==> src/hdl/cau_pkg.sv <==
// ----------------------------------------------------------------------------
// cau_pkg
// shared codes and control types for the complex arithmetic unit
// ----------------------------------------------------------------------------
package cau_pkg;

    typedef enum logic [2:0] {
        OP_ADD = 3'd0,
        OP_SUB = 3'd1,
        OP_MUL = 3'd2,
        OP_DIV = 3'd3,
        OP_MAG = 3'd4
    } cau_op_t;

    localparam logic [1:0] ST_OK  = 2'd0;
    localparam logic [1:0] ST_SAT = 2'd1;
    localparam logic [1:0] ST_DZ  = 2'd2;

    typedef struct packed {
        logic       valid;
        logic [2:0] op;
        logic       dz;
        logic       ovf_re;
        logic       ovf_im;
        logic       neg_re;
        logic       neg_im;
    } cau_ctrl_t;

endpackage

==> src/hdl/cau_cell.sv <==
// ----------------------------------------------------------------------------
// cau_cell
// one bit step: restoring divide for both parts, square root for both operands
// ----------------------------------------------------------------------------
module cau_cell
    import cau_pkg::*;
#(
    parameter int W  = 16,
    parameter int RW = 58,
    parameter int SW = 34,
    parameter int K  = 0
) (
    input  logic                 clk,
    input  logic                 rst_n,
    input  logic                 en,
    input  cau_ctrl_t            ctrl_i,
    input  logic [RW-1:0]        den_i,
    input  logic [RW-1:0]        rem_re_i,
    input  logic [RW-1:0]        rem_im_i,
    input  logic [W-1:0]         q_re_i,
    input  logic [W-1:0]         q_im_i,
    input  logic [RW-1:0]        sr_a_i,
    input  logic [RW-1:0]        sr_b_i,
    input  logic [W-1:0]         rt_a_i,
    input  logic [W-1:0]         rt_b_i,
    input  logic signed [SW-1:0] aux_re_i,
    input  logic signed [SW-1:0] aux_im_i,
    output cau_ctrl_t            ctrl_o,
    output logic [RW-1:0]        den_o,
    output logic [RW-1:0]        rem_re_o,
    output logic [RW-1:0]        rem_im_o,
    output logic [W-1:0]         q_re_o,
    output logic [W-1:0]         q_im_o,
    output logic [RW-1:0]        sr_a_o,
    output logic [RW-1:0]        sr_b_o,
    output logic [W-1:0]         rt_a_o,
    output logic [W-1:0]         rt_b_o,
    output logic signed [SW-1:0] aux_re_o,
    output logic signed [SW-1:0] aux_im_o
);

    localparam logic [W-1:0] BIT = {{(W-1){1'b0}}, 1'b1} << K;

    cau_ctrl_t            ctrl_reg;
    logic [RW-1:0]        den_reg, rem_re_reg, rem_im_reg, sr_a_reg, sr_b_reg;
    logic [W-1:0]         q_re_reg, q_im_reg, rt_a_reg, rt_b_reg;
    logic signed [SW-1:0] aux_re_reg, aux_im_reg;

    logic [RW-1:0] dsh, ta, tb;
    logic [RW-1:0] rem_re_next, rem_im_next, sr_a_next, sr_b_next;
    logic [W-1:0]  q_re_next, q_im_next, rt_a_next, rt_b_next;

    always_comb
    begin
        dsh = den_i << K;
        ta  = ({{(RW-W){1'b0}}, rt_a_i} << (K + 1)) + ({{(RW-1){1'b0}}, 1'b1} << (2 * K));
        tb  = ({{(RW-W){1'b0}}, rt_b_i} << (K + 1)) + ({{(RW-1){1'b0}}, 1'b1} << (2 * K));
        rem_re_next = rem_re_i;
        rem_im_next = rem_im_i;
        q_re_next   = q_re_i;
        q_im_next   = q_im_i;
        sr_a_next   = sr_a_i;
        sr_b_next   = sr_b_i;
        rt_a_next   = rt_a_i;
        rt_b_next   = rt_b_i;
        if (rem_re_i >= dsh)
        begin
            rem_re_next = rem_re_i - dsh;
            q_re_next   = q_re_i | BIT;
        end
        if (rem_im_i >= dsh)
        begin
            rem_im_next = rem_im_i - dsh;
            q_im_next   = q_im_i | BIT;
        end
        if (sr_a_i >= ta)
        begin
            sr_a_next = sr_a_i - ta;
            rt_a_next = rt_a_i | BIT;
        end
        if (sr_b_i >= tb)
        begin
            sr_b_next = sr_b_i - tb;
            rt_b_next = rt_b_i | BIT;
        end
    end

    always_ff @(posedge clk or negedge rst_n)
    begin
        if (!rst_n)
        begin
            ctrl_reg <= '0;
        end
        else if (en)
        begin
            ctrl_reg <= ctrl_i;
        end
    end

    always_ff @(posedge clk)
    begin
        if (en)
        begin
            den_reg    <= den_i;
            rem_re_reg <= rem_re_next;
            rem_im_reg <= rem_im_next;
            q_re_reg   <= q_re_next;
            q_im_reg   <= q_im_next;
            sr_a_reg   <= sr_a_next;
            sr_b_reg   <= sr_b_next;
            rt_a_reg   <= rt_a_next;
            rt_b_reg   <= rt_b_next;
            aux_re_reg <= aux_re_i;
            aux_im_reg <= aux_im_i;
        end
    end

    assign ctrl_o   = ctrl_reg;
    assign den_o    = den_reg;
    assign rem_re_o = rem_re_reg;
    assign rem_im_o = rem_im_reg;
    assign q_re_o   = q_re_reg;
    assign q_im_o   = q_im_reg;
    assign sr_a_o   = sr_a_reg;
    assign sr_b_o   = sr_b_reg;
    assign rt_a_o   = rt_a_reg;
    assign rt_b_o   = rt_b_reg;
    assign aux_re_o = aux_re_reg;
    assign aux_im_o = aux_im_reg;

endmodule

==> config.mk <==
export PLATFORM = sky130hd
export DESIGN_NAME = cau_cell
export DESIGN_NICKNAME = d
export VERILOG_FILES = /design/src/hdl/cau_pkg.sv /design/src/hdl/cau_cell.sv
export SDC_FILE = /design/constraint.sdc
export NUM_CORES = 1
export LEC_CHECK = 0
export BUFFER_PORTS_ARGS = -buffer_cell sky130_fd_sc_hd__buf_2
export CAP_MARGIN = 20
export CORE_AREA = 3 3 338 340
export CTS_CLUSTER_SIZE = 14
export DETAILED_ROUTE_END_ITERATION = 10
export DIE_AREA = 0 0 341 343
export PLACE_DENSITY = 0.46
export SLEW_MARGIN = 40
export SYNTH_ARGS = -nofsm -noshare
export SYNTH_HDL_FRONTEND = slang
export SYNTH_SLANG_ARGS = --single-unit
==> constraint.sdc <==
create_clock -name clk -period 1.3 [get_ports clk]
set_input_delay 0.39 -clock clk [delete_from_list [all_inputs] [get_ports clk]]
set_output_delay 0.39 -clock clk [all_outputs]
set_load 0.05 [all_outputs]
==> results of run 1 <==
## state kept, by name (all words and copies together) (netlist names)
signal	flops
q_re_o	16
rem_re_o	58
ctrl_o	9
aux_re_o	34
rem_im_o	58
rt_b_o	16
sr_b_o	58
aux_im_o	34
sr_a_o	58
q_im_o	16
den_o	58
rt_a_o	16
## stage by stage
step	setup TNS, ns	util (%)	cell area (µm²)	hold WS [ns]	std cells
after CTS	-517.20	39.7	44400	0.000257	5720
final	-493.53	40.0	44700	0.0638	5740
after detailed placement	-574.92	34.3	38400	0.264	5352
after floorplan	-427.52	-	26400	0.0944	2262
after global placement	-572.16	34.3	38400	0.265	5352
after global routing	-539.17	39.9	44700	0.0212	5734
## repair_timing
item,in CTS,in global routing
setup endpoints to repair,667,667
hold buffers,194,0
hold endpoints to repair,202,0
buffers inserted,65,8
gates resized for setup,300,68
gates cloned,15,1
pin swaps,94,43
## cell type report
cell class / instances / area, µm² / share of cell area, %
repair buffers: 1944 / 14200 / 31.7
multi-input cells: 1627 / 13400 / 29.9
flip-flops and latches: 431 / 12900 / 28.9
well taps: 1500 / 1880 / 4.20
clock buffers: 62 / 1400 / 3.14
inverters: 125 / 526 / 1.18
clock inverters: 36 / 442 / 0.988
diodes: 15 / 37.5 / 0.0840
## per-layer routing
metal  part of all wire (%)  vias up
li1                       -    12286
met1                     39    12001
met2                     50      771
met3                    7.7      181
met4                    3.5       24
met5                   0.13        -
## critical path: stages
cell and delay, ns:
sky130_fd_sc_hd__buf_8 0.07, sky130_fd_sc_hd__clkinvlp_4 0.18, sky130_fd_sc_hd__ha_4 0.33, sky130_fd_sc_hd__and3_4 0.18
sky130_fd_sc_hd__nand2_4 0.05, sky130_fd_sc_hd__or3_4 0.38, sky130_fd_sc_hd__a211oi_4 0.30, sky130_fd_sc_hd__o21ai_2 0.12
sky130_fd_sc_hd__a311oi_2 0.36, sky130_fd_sc_hd__o21ai_2 0.12, sky130_fd_sc_hd__o21ai_4 0.22, sky130_fd_sc_hd__buf_6 0.15
sky130_fd_sc_hd__buf_16 0.16, sky130_fd_sc_hd__mux2_4 0.31
## cells by family (layout without fill, tap and decap cells)
family / count (synthesis) / in the layout / share of synthesized area [%]
adder cells (fa/ha/maj): 154 / 154 / 7.78
flip-flops: 431 / 431 / 51.3
AO/OA/AOI/OAI: 539 / 539 / 13.4
other: 0 / 15 / 0
multiplexers: 83 / 83 / 3.70
AND/OR/NAND/NOR: 634 / 634 / 13.1
XOR/XNOR: 217 / 217 / 7.56
buffers and inverters: 204 / 2167 / 3.18
## path summary, 6_finish.rpt
path	startpoint	endpoint	slack (ns)	cells after the start
min reg2reg	ctrl_o[1]	ctrl_o[1]	0.50	1
min	sr_b_i[19]	sr_b_o[19]	0.06	2
max reg2reg	ctrl_o[4]	ctrl_o[4]	0.55	1
min in group asynchronous	rst_n	ctrl_o[8]	0.14	2
max	den_i[24]	rem_im_o[40]	-1.67	14
max in group asynchronous	rst_n	ctrl_o[3]	0.96	2
## synthesized netlist by cell type, types with 8 or more instances
master,n,share of area [%]
sky130_fd_sc_hd__o21ai_0,89,1.8
sky130_fd_sc_hd__inv_1,125,1.9
sky130_fd_sc_hd__buf_2,22,0.44
sky130_fd_sc_hd__nand2b_1,18,0.45
sky130_fd_sc_hd__nor2_1,153,2.3
sky130_fd_sc_hd__mux2_2,50,2.2
sky130_fd_sc_hd__a21o_1,76,2.3
sky130_fd_sc_hd__nand4_1,46,1.1
sky130_fd_sc_hd__nor2b_1,10,0.25
sky130_fd_sc_hd__nand3_1,42,0.84
sky130_fd_sc_hd__and2_1,19,0.47
sky130_fd_sc_hd__edfxtp_1,422,50
sky130_fd_sc_hd__o21bai_1,25,0.75
sky130_fd_sc_hd__and3_1,18,0.45
sky130_fd_sc_hd__nor4_1,18,0.45
sky130_fd_sc_hd__nand2_1,161,2.4
sky130_fd_sc_hd__o21a_1,17,0.51
sky130_fd_sc_hd__mux2_1,30,1.3
sky130_fd_sc_hd__a211oi_1,11,0.33
sky130_fd_sc_hd__xor2_1,83,2.9
sky130_fd_sc_hd__dfrtp_1,9,0.90
sky130_fd_sc_hd__a31oi_1,25,0.62
sky130_fd_sc_hd__o211ai_1,11,0.33
sky130_fd_sc_hd__a31o_2,9,0.31
sky130_fd_sc_hd__or2_2,17,0.42
sky130_fd_sc_hd__o31ai_1,8,0.24
sky130_fd_sc_hd__xnor2_1,134,4.7
sky130_fd_sc_hd__nor3_1,43,0.86
sky130_fd_sc_hd__ha_1,150,7.5
sky130_fd_sc_hd__nand3b_1,13,0.39
sky130_fd_sc_hd__or3_1,25,0.62
sky130_fd_sc_hd__a21oi_1,202,4.0
sky130_fd_sc_hd__clkbuf_1,54,0.81
## power by group
part	total, mW	switching (mW)	internal (mW)	leakage [nW]
Combinational	19.5	11.8	7.74	14.9
Sequential	17.6	0.526	17.0	4.24
Clock	15.8	6.46	9.36	0.873
==> flow_summary.yaml, run 1 <==
power:
  power.leakage_nw: 20.1
  ir_drop_uv: 929
  finalPower_mw: 52.9
  power_density_mw_per_mm2: 1180
grt:
  use_met2_pct: 34.6
  grt_pass1_wl_mm: 170
  grt_util_met1_pct: 22.0
  global_route.peak_usage_layer: "met2"
  global_route.usage.total_pct: 19.6
  grt.met3_usage_pct: 6.03
  number_of_antenna_violations_at_the_first_check_in_global_routing: 40
  grt_pass1_vias: 26229
  overall_overflow_remaining_after_global_route: 0
  grt_start_max_net_pins: 33
sta:
  number_of_pins_exceeding_their_max_slew_limit_in_the_final_report: 0
  timing.final.hold_violations: 0
  finClkSkew_ns: 0
  slew_headroom_pct: 69.3
  setup_slack_ns: -1.67
  report.final.setup_viol: 667
  period_minus_ws_final_ns: 2.97
  achievable-frequency_mhz: 337
  rsz0062_at_grt: "true"
  timing_worst_slew_pin_value_ns: 0.456
  final_cycle_share_pct: 228
clock_network:
  cts_max_level: 2
  cts_root_buf: "sky130_fd_sc_hd__clkbuf_16"
  clock_latency_ns: 0.63
  tritoncts_clock_tree: "yes"
  worst_setup_hold_path_clk_slew_ns: 0.06
  cts_inserted_buffers: 54
  cts_num_sinks: 431
  ctsLongestPathBuffers: 3
route:
  antenna_violating_nets_post_route: 0
  drc: 0
  route.detailed.vias_per_inst: 4.40
  via_count: 25263
  drt-pass1-iter-count: 5
  route.final.wire_length_mm: 119
  drt-wirelength-per-cell_um: 20.8
  drt_first_iter_violations: 1226
synthesis:
  synth_seq_area_share_pct: 51.3
  post_synth_instance_area_mm2: 0.0252
  postSynthRegisterBits: 431
  post_synth_net_total: 2850
  synth-edff-count: 422
  post_synth_arst_share_pct: 2.09
  number_of_instances_in_the_synthesized_netlist: 2262
  postSynth.topFlopCell: "sky130_fd_sc_hd__edfxtp_1"
  synth_cell_type_count: 86
  syn_avg_cell_area_um2: 11.1
  synth.yosys.warnings: 0
final_layout:
  finalNetCount: 4771
  area_overhead_of_the_layout_relative_to_synthesis_pct: 77.7
  commonest_cells_after_routing_fill_and_taps_aside: "sky130_fd_sc_hd__buf_2, sky130_fd_sc_hd__buf_4, sky130_fd_sc_hd__edfxtp_1"
  fraction_of_layout_cells_with_a_size_suffix_above_1_pct: 52.7
  layout_commonest_cell: "sky130_fd_sc_hd__buf_2"
  fill_cells: 11150
floorplanning:
  initial_standard_cell_utilization_of_the_core_pct: 22.5
  floorplan.die.height_um: 343
  die-width_um: 341
  row_count: 123
  fp.dieArea_mm2: 0.117
  core_area_mm2: 0.112
  io_pins: 865
outcome:
  violated_checks: "negative setup slack"
  status: "finished, violations left"
placement:
  dp_hpwl_mm: 95.9
  routabilityCongestion: 0.892
  dpl_worst_slack_ns: -2.72
  port_buffers: 864
setup_path:
  critPathMaxFanout: 6
  worstPathRequired_ns: 1.68
  critPathLaunchType: "primary input"
  criticalPathCategory: "primary input to register"
  setup.worst_path.end_class: "register"
  critical_path_arrival_ns: 3.35
flow_run:
  timing.max_cap.violations: 0
min_path:
  hold_class: "primary input to register"
Note: power is estimated with default switching activity, not from simulation.
==> inputs of run 2 (changes only) <==
CELL_PAD_IN_SITES_DETAIL_PLACEMENT = 0   (was default)
CELL_PAD_IN_SITES_GLOBAL_PLACEMENT = 1   (was default)
CORE_AREA = 3 3 339 341   (was 3 3 338 340)
CTS_BUF_LIST = sky130_fd_sc_hd__clkbuf_2 sky130_fd_sc_hd__clkbuf_4 sky130_fd_sc_hd__clkbuf_8   (was default)
DIE_AREA = 0 0 342 344   (was 0 0 341 343)
PLACE_DENSITY = 0.55   (was 0.46)
==> run 2 against run 1 <==
Effect of this change:
- the run still ends with negative setup slack left
- clock power hardly changed
- combinational power increased by 14%
- via count up 5.2%
==> flow_summary.yaml, run 2 (synthesis results as in run 1) <==
clock_network:
  cts_inserted_buffers: 85
  clock_latency_ns: 0.72
  tritoncts_clock_tree: "yes"
  cts_root_buf: "sky130_fd_sc_hd__clkbuf_8"
  worst_setup_hold_path_clk_slew_ns: 0.07
  ctsLongestPathBuffers: 3
  cts_max_level: 3
  cts_num_sinks: 431
route:
  via_count: 26580
  route.final.wire_length_mm: 127
  drt-wirelength-per-cell_um: 21.0
  route.detailed.vias_per_inst: 4.40
  antenna_violating_nets_post_route: 0
  drc: 0
  drt_first_iter_violations: 1233
  drt-pass1-iter-count: 5
placement:
  dpl.cell_count: 5369
  routabilityCongestion: 0.887
  port_buffers: 864
  dpl_worst_slack_ns: -2.57
  dp_hpwl_mm: 97.3
power:
  ir_drop_uv: 826
  power_density_mw_per_mm2: 1110
  power.leakage_nw: 22.2
  finalPower_mw: 55.8
  seqPwrFrac_pct: 32.1
  total_switching_power_mw: 19.9
  combinationalPowerShare_pct: 39.9
  cellInternalPower_mw: 35.9
  power_switching_share_pct: 35.6
  share_clk_of_total_power_pct: 28.0
sta:
  setup_slack_ns: -1.59
  tns_ns: -493.07
  final_cycle_share_pct: 222
  slew_headroom_pct: 68.9
  number_of_pins_exceeding_their_max_slew_limit_in_the_final_report: 0
  finClkSkew_ns: 0
  rsz0062_at_grt: "true"
  report.final.setup_viol: 667
  period_minus_ws_final_ns: 2.89
  timing_worst_slew_pin_value_ns: 0.465
  timing.final.hold_violations: 0
  achievable-frequency_mhz: 346
grt:
  number_of_antenna_violations_at_the_first_check_in_global_routing: 41
  global_route.usage.total_pct: 20.3
  overall_overflow_remaining_after_global_route: 0
  grt_start_max_net_pins: 31
  grt_pass1_wl_mm: 177
  grt_pass1_vias: 27529
setup_path:
  critPathMaxFanout: 7
  worstPathRequired_ns: 1.77
  critical_path_arrival_ns: 3.36
  critPathLaunchType: "primary input"
  setup.worst_path.end_class: "register"
  criticalPathCategory: "primary input to register"
final_layout:
  finalNetCount: 5040
  commonest_cells_after_routing_fill_and_taps_aside: "sky130_fd_sc_hd__buf_4, sky130_fd_sc_hd__buf_6, sky130_fd_sc_hd__edfxtp_1"
  layout_commonest_cell: "sky130_fd_sc_hd__buf_4"
  fraction_of_layout_cells_with_a_size_suffix_above_1_pct: 53.5
  core_utilization_of_the_finished_layout_pct: 44.9
  final_cells: 6041
  area_overhead_of_the_layout_relative_to_synthesis_pct: 100
floorplanning:
  io_pins: 865
  fp.dieArea_mm2: 0.118
  initial_standard_cell_utilization_of_the_core_pct: 22.4
  die-width_um: 342
  row_count: 123
  floorplan.die.height_um: 344
  core_area_mm2: 0.112
flow_run:
  timing.max_cap.violations: 0
min_path:
  hold_class: "primary input to register"
outcome:
  status: "finished, violations left"
  violated_checks: "negative setup slack"
[run 2: changes by cell type in the layout (fill, tap and decap cells not counted), moves of 40 or more]
cell and change:
sky130_fd_sc_hd__buf_2 -434, sky130_fd_sc_hd__buf_4 +40, sky130_fd_sc_hd__buf_6 +452, sky130_fd_sc_hd__clkbuf_16 -57, sky130_fd_sc_hd__clkbuf_8 +85, sky130_fd_sc_hd__dlygate4sd3_1 +189
[run 2: per-stage QoR]
step	instance area (µm²)	hold slack, ns
after floorplan	26400	0.0944
after global placement	38400	0.260
after detailed placement	38400	0.256
after CTS	47100	0.00101
after global routing	50400	-0.000151
final	50400	0.0823
[run 2: final cells by class]
class	instances	area (µm²)
fillers	10535	61800
repair buffers	2181	19100
multi-input cells	1628	14100
flip-flops and latches	431	12900
well taps	1500	1880
clock buffers	98	1270
clock inverters	54	577
inverters	125	537
diodes	24	60.1
[run 2: routing by layer]
| metal | up-vias | share of wire [%] | track usage [%] |
|---|---|---|---|
| met2 | 824 | 51 | 36.6 |
| met5 | - | 0.069 | 0 |
| met3 | 216 | 7.0 | 5.93 |
| met1 | 12659 | 38 | 22.2 |
| met4 | 14 | 3.9 | 8.26 |
| li1 | 12867 | - | - |
[run 2: worst max-delay path, cell delays in order]
cell                       delay [ns]
sky130_fd_sc_hd__buf_8           0.11
sky130_fd_sc_hd__ha_4            0.15
sky130_fd_sc_hd__inv_2           0.05
sky130_fd_sc_hd__fa_2            0.20
sky130_fd_sc_hd__nand3_2         0.08
sky130_fd_sc_hd__a211o_4         0.37
sky130_fd_sc_hd__a21oi_4         0.18
sky130_fd_sc_hd__a211oi_4        0.11
sky130_fd_sc_hd__a211oi_4        0.46
sky130_fd_sc_hd__o21ai_4         0.08
sky130_fd_sc_hd__a21boi_2        0.16
sky130_fd_sc_hd__o21a_1          0.21
sky130_fd_sc_hd__nor2_4          0.07
sky130_fd_sc_hd__buf_12          0.16
sky130_fd_sc_hd__buf_12          0.13
sky130_fd_sc_hd__buf_16          0.14
sky130_fd_sc_hd__mux2_4          0.29
[run 2: what timing repair did]
action                     CTS  global route
hold buffers               383             0
setup endpoints to repair  667           667
gates cloned                22             1
setup buffers               79            30
pin swaps                  115            76
hold endpoints to repair   389             0
gates resized for setup    429          1407
[run 2: worst paths after layout]
kind	from	to	depth (start not counted)	slack (ns)
setup / recovery	den_i[0]	rem_re_o[29]	17	-1.59
hold / removal	rem_im_i[50]	rem_im_o[50]	4	0.08
setup reg to reg	ctrl_o[5]	ctrl_o[5]	1	0.52
hold reg to reg	ctrl_o[2]	ctrl_o[2]	1	0.53
max in group asynchronous	rst_n	ctrl_o[2]	3	0.28
min in group asynchronous	rst_n	ctrl_o[1]	3	0.69
[run 2: power groups by stage]
stage	logic [mW]	clock network [mW]	registers, mW
2_1_floorplan	5.41	0	22.8
3_3_place_gp	17.8	0	17.8
3_5_place_dp	17.8	0	17.8
4_1_cts	20.6	16.2	17.6
5_1_grt	23.5	16.8	18.0
6_report	22.3	15.6	17.9
==> inputs of run 3 (changes only) <==
MAX_ROUTING_LAYER = met4   (was default)
==> run 3 against run 2 <==
Effect of this change:
- the run still ends with negative setup slack left
- critical path depth did not move
- die area did not move
- sequential share of layout area barely moved
- flip-flop and latch count did not move
- wire length barely moved
==> flow_summary.yaml, run 3 (synthesis results as in run 1) <==
setup_path:
  critical_path.n_buffers_inverters: 5
  r2r_cell_count: 1
  worst_r2r_endpoint: "ctrl_o[5]"
  critical_path_arrival_ns: 3.36
  setup.worst_path.end_class: "register"
  worst-r2r-setup-slack_ns: 0.52
  critPathTopFamily: "compound AO/OA/AOI/OAI gates"
  critPathMaxFanout: 7
  beginning_of_the_worst_register_to_register_path: "ctrl_o[5]"
  crit_chain: "buf_8, ha_4, inv_2, fa_2, nand3_2, a211o_4, a21oi_4, a211oi_4, a211oi_4, o21ai_4, a21boi_2, o21a_1, nor2_4, buf_12, buf_12, buf_16, mux2_4"
  critical-path-max-stage-delay_ns: 0.45
  worstPathRequired_ns: 1.77
  path_depth: 17
  critPathLaunchType: "primary input"
  criticalPathCategory: "primary input to register"
  startpoint: "den_i[0]"
  crit_path_top_delay_cell: "sky130_fd_sc_hd__a211oi_4"
  critical_path.endpoint: "rem_re_o[29]"
clock_network:
  tritoncts_clock_tree: "yes"
  cts_max_level: 3
  cts_num_sinks: 431
  clock_latency_ns: 0.72
  ctsLongestPathBuffers: 3
  cts_root_buf: "sky130_fd_sc_hd__clkbuf_8"
  cts_inserted_buffers: 85
  worst_setup_hold_path_clk_slew_ns: 0.06
route:
  drt_first_iter_violations: 1130
  drt-wirelength-per-cell_um: 21.0
  via_count: 26544
  drc: 0
  route.final.wire_length_mm: 127
  route.detailed.vias_per_inst: 4.39
  drt-pass1-iter-count: 5
  antenna_violating_nets_post_route: 0
placement:
  routabilityCongestion: 0.902
  port_buffers: 864
  dp_hpwl_mm: 97.3
  dpl.cell_count: 5369
final_layout:
  final_cells: 6043
  area_overhead_of_the_layout_relative_to_synthesis_pct: 100
  fill_cells: 10529
  core_utilization_of_the_finished_layout_pct: 44.9
  finalNetCount: 5040
  fraction_of_layout_cells_with_a_size_suffix_above_1_pct: 53.5
  commonest_cells_after_routing_fill_and_taps_aside: "sky130_fd_sc_hd__buf_4, sky130_fd_sc_hd__buf_6, sky130_fd_sc_hd__edfxtp_1"
  layout_commonest_cell: "sky130_fd_sc_hd__buf_4"
sta:
  setup_slack_ns: -1.59
  tns_ns: -493.12
  report.final.setup_viol: 667
  timing.final.hold_violations: 0
  final_cycle_share_pct: 222
  number_of_pins_exceeding_their_max_slew_limit_in_the_final_report: 0
  timing_worst_slew_pin_value_ns: 0.445
  rsz0062_at_grt: "true"
  slew_headroom_pct: 69.8
  finClkSkew_ns: 0
  period_minus_ws_final_ns: 2.89
  achievable-frequency_mhz: 346
flow_run:
  timing.max_cap.violations: 0
floorplanning:
  row_count: 123
  initial_standard_cell_utilization_of_the_core_pct: 22.4
  io_pins: 865
  core_area_mm2: 0.112
  die-width_um: 342
  fp.dieArea_mm2: 0.118
  floorplan.die.height_um: 344
power:
  power_density_mw_per_mm2: 1110
  power.leakage_nw: 22.2
  ir_drop_uv: 829
grt:
  grt_pass1_vias: 27508
  use_met2_pct: 36.6
  overall_overflow_remaining_after_global_route: 0
  grt_start_max_net_pins: 31
  grt.met3_usage_pct: 5.63
  global_route.peak_usage_layer: "met2"
  grt_pass1_wl_mm: 177
  global_route.usage.total_pct: 20.9
  grt_util_met1_pct: 22.4
  number_of_antenna_violations_at_the_first_check_in_global_routing: 40
outcome:
  status: "finished, violations left"
  violated_checks: "negative setup slack"
min_path:
  hold_class: "primary input to register"
## run 3: cell count changes in the layout (fill, tap and decap cells not counted), sizes merged
| cell | delta |
|---|---|
| diode | +2 |
## run 3: where the power goes
part	total, mW	switching [mW]	internal, mW
combinational	22.3	12.2	10.1
sequential	17.9	0.840	17.1
clock	15.6	6.83	8.77
## run 3: cell type report
class	count	area [µm²]	share of cell area [%]
clock buffers	98	1270	2.51
well taps	1500	1880	3.72
diodes	26	65.1	0.129
repair buffers	2181	19100	37.9
inverters	125	537	1.06
flip-flops and latches	431	12900	25.6
clock inverters	54	577	1.14
multi-input cells	1628	14100	27.9
## run 3: worst min path at each step
stage / startpoint / end / slack, ns / cells past startpoint
after floorplan: rst_n / ctrl_o[0] / 0.09 / 0
after global routing: rem_im_i[19] / rem_im_o[19] / 0.002 / 2
after detailed placement: rst_n / ctrl_o[1] / 0.26 / 1
after global placement: rst_n / ctrl_o[1] / 0.26 / 1
after CTS: rem_re_i[56] / rem_re_o[56] / 0.001 / 3
final: rem_im_i[32] / rem_im_o[32] / 0.08 / 3
## run 3: what timing repair did
item,CTS,global route
endpoints found under the setup margin,667,667
hold buffers,383,0
hold endpoints to repair,389,0
gates cloned,22,1
setup buffers,79,30
resized for setup,429,1405
pin swaps,115,77
## run 3: through the flow
step           setup WS, ns  cell area [µm²]  hold WS [ns]  power (mW)
4_1_cts               -1.54            47100       0.00101        54.3
3_5_place_dp          -2.57            38400         0.256        35.6
5_1_grt               -1.65            50400       0.00196        58.3
6_report              -1.59            50400        0.0787        55.8
3_3_place_gp          -2.53            38400         0.260        35.6
2_1_floorplan         -2.07            26400        0.0944        28.2
## run 3: metal layers
layer / share of wire (%) / wire length (µm)
met3: 6.8 / 8670
met5: 0 / 0
met2: 51 / 65200
met1: 38 / 48100
met4: 3.8 / 4790
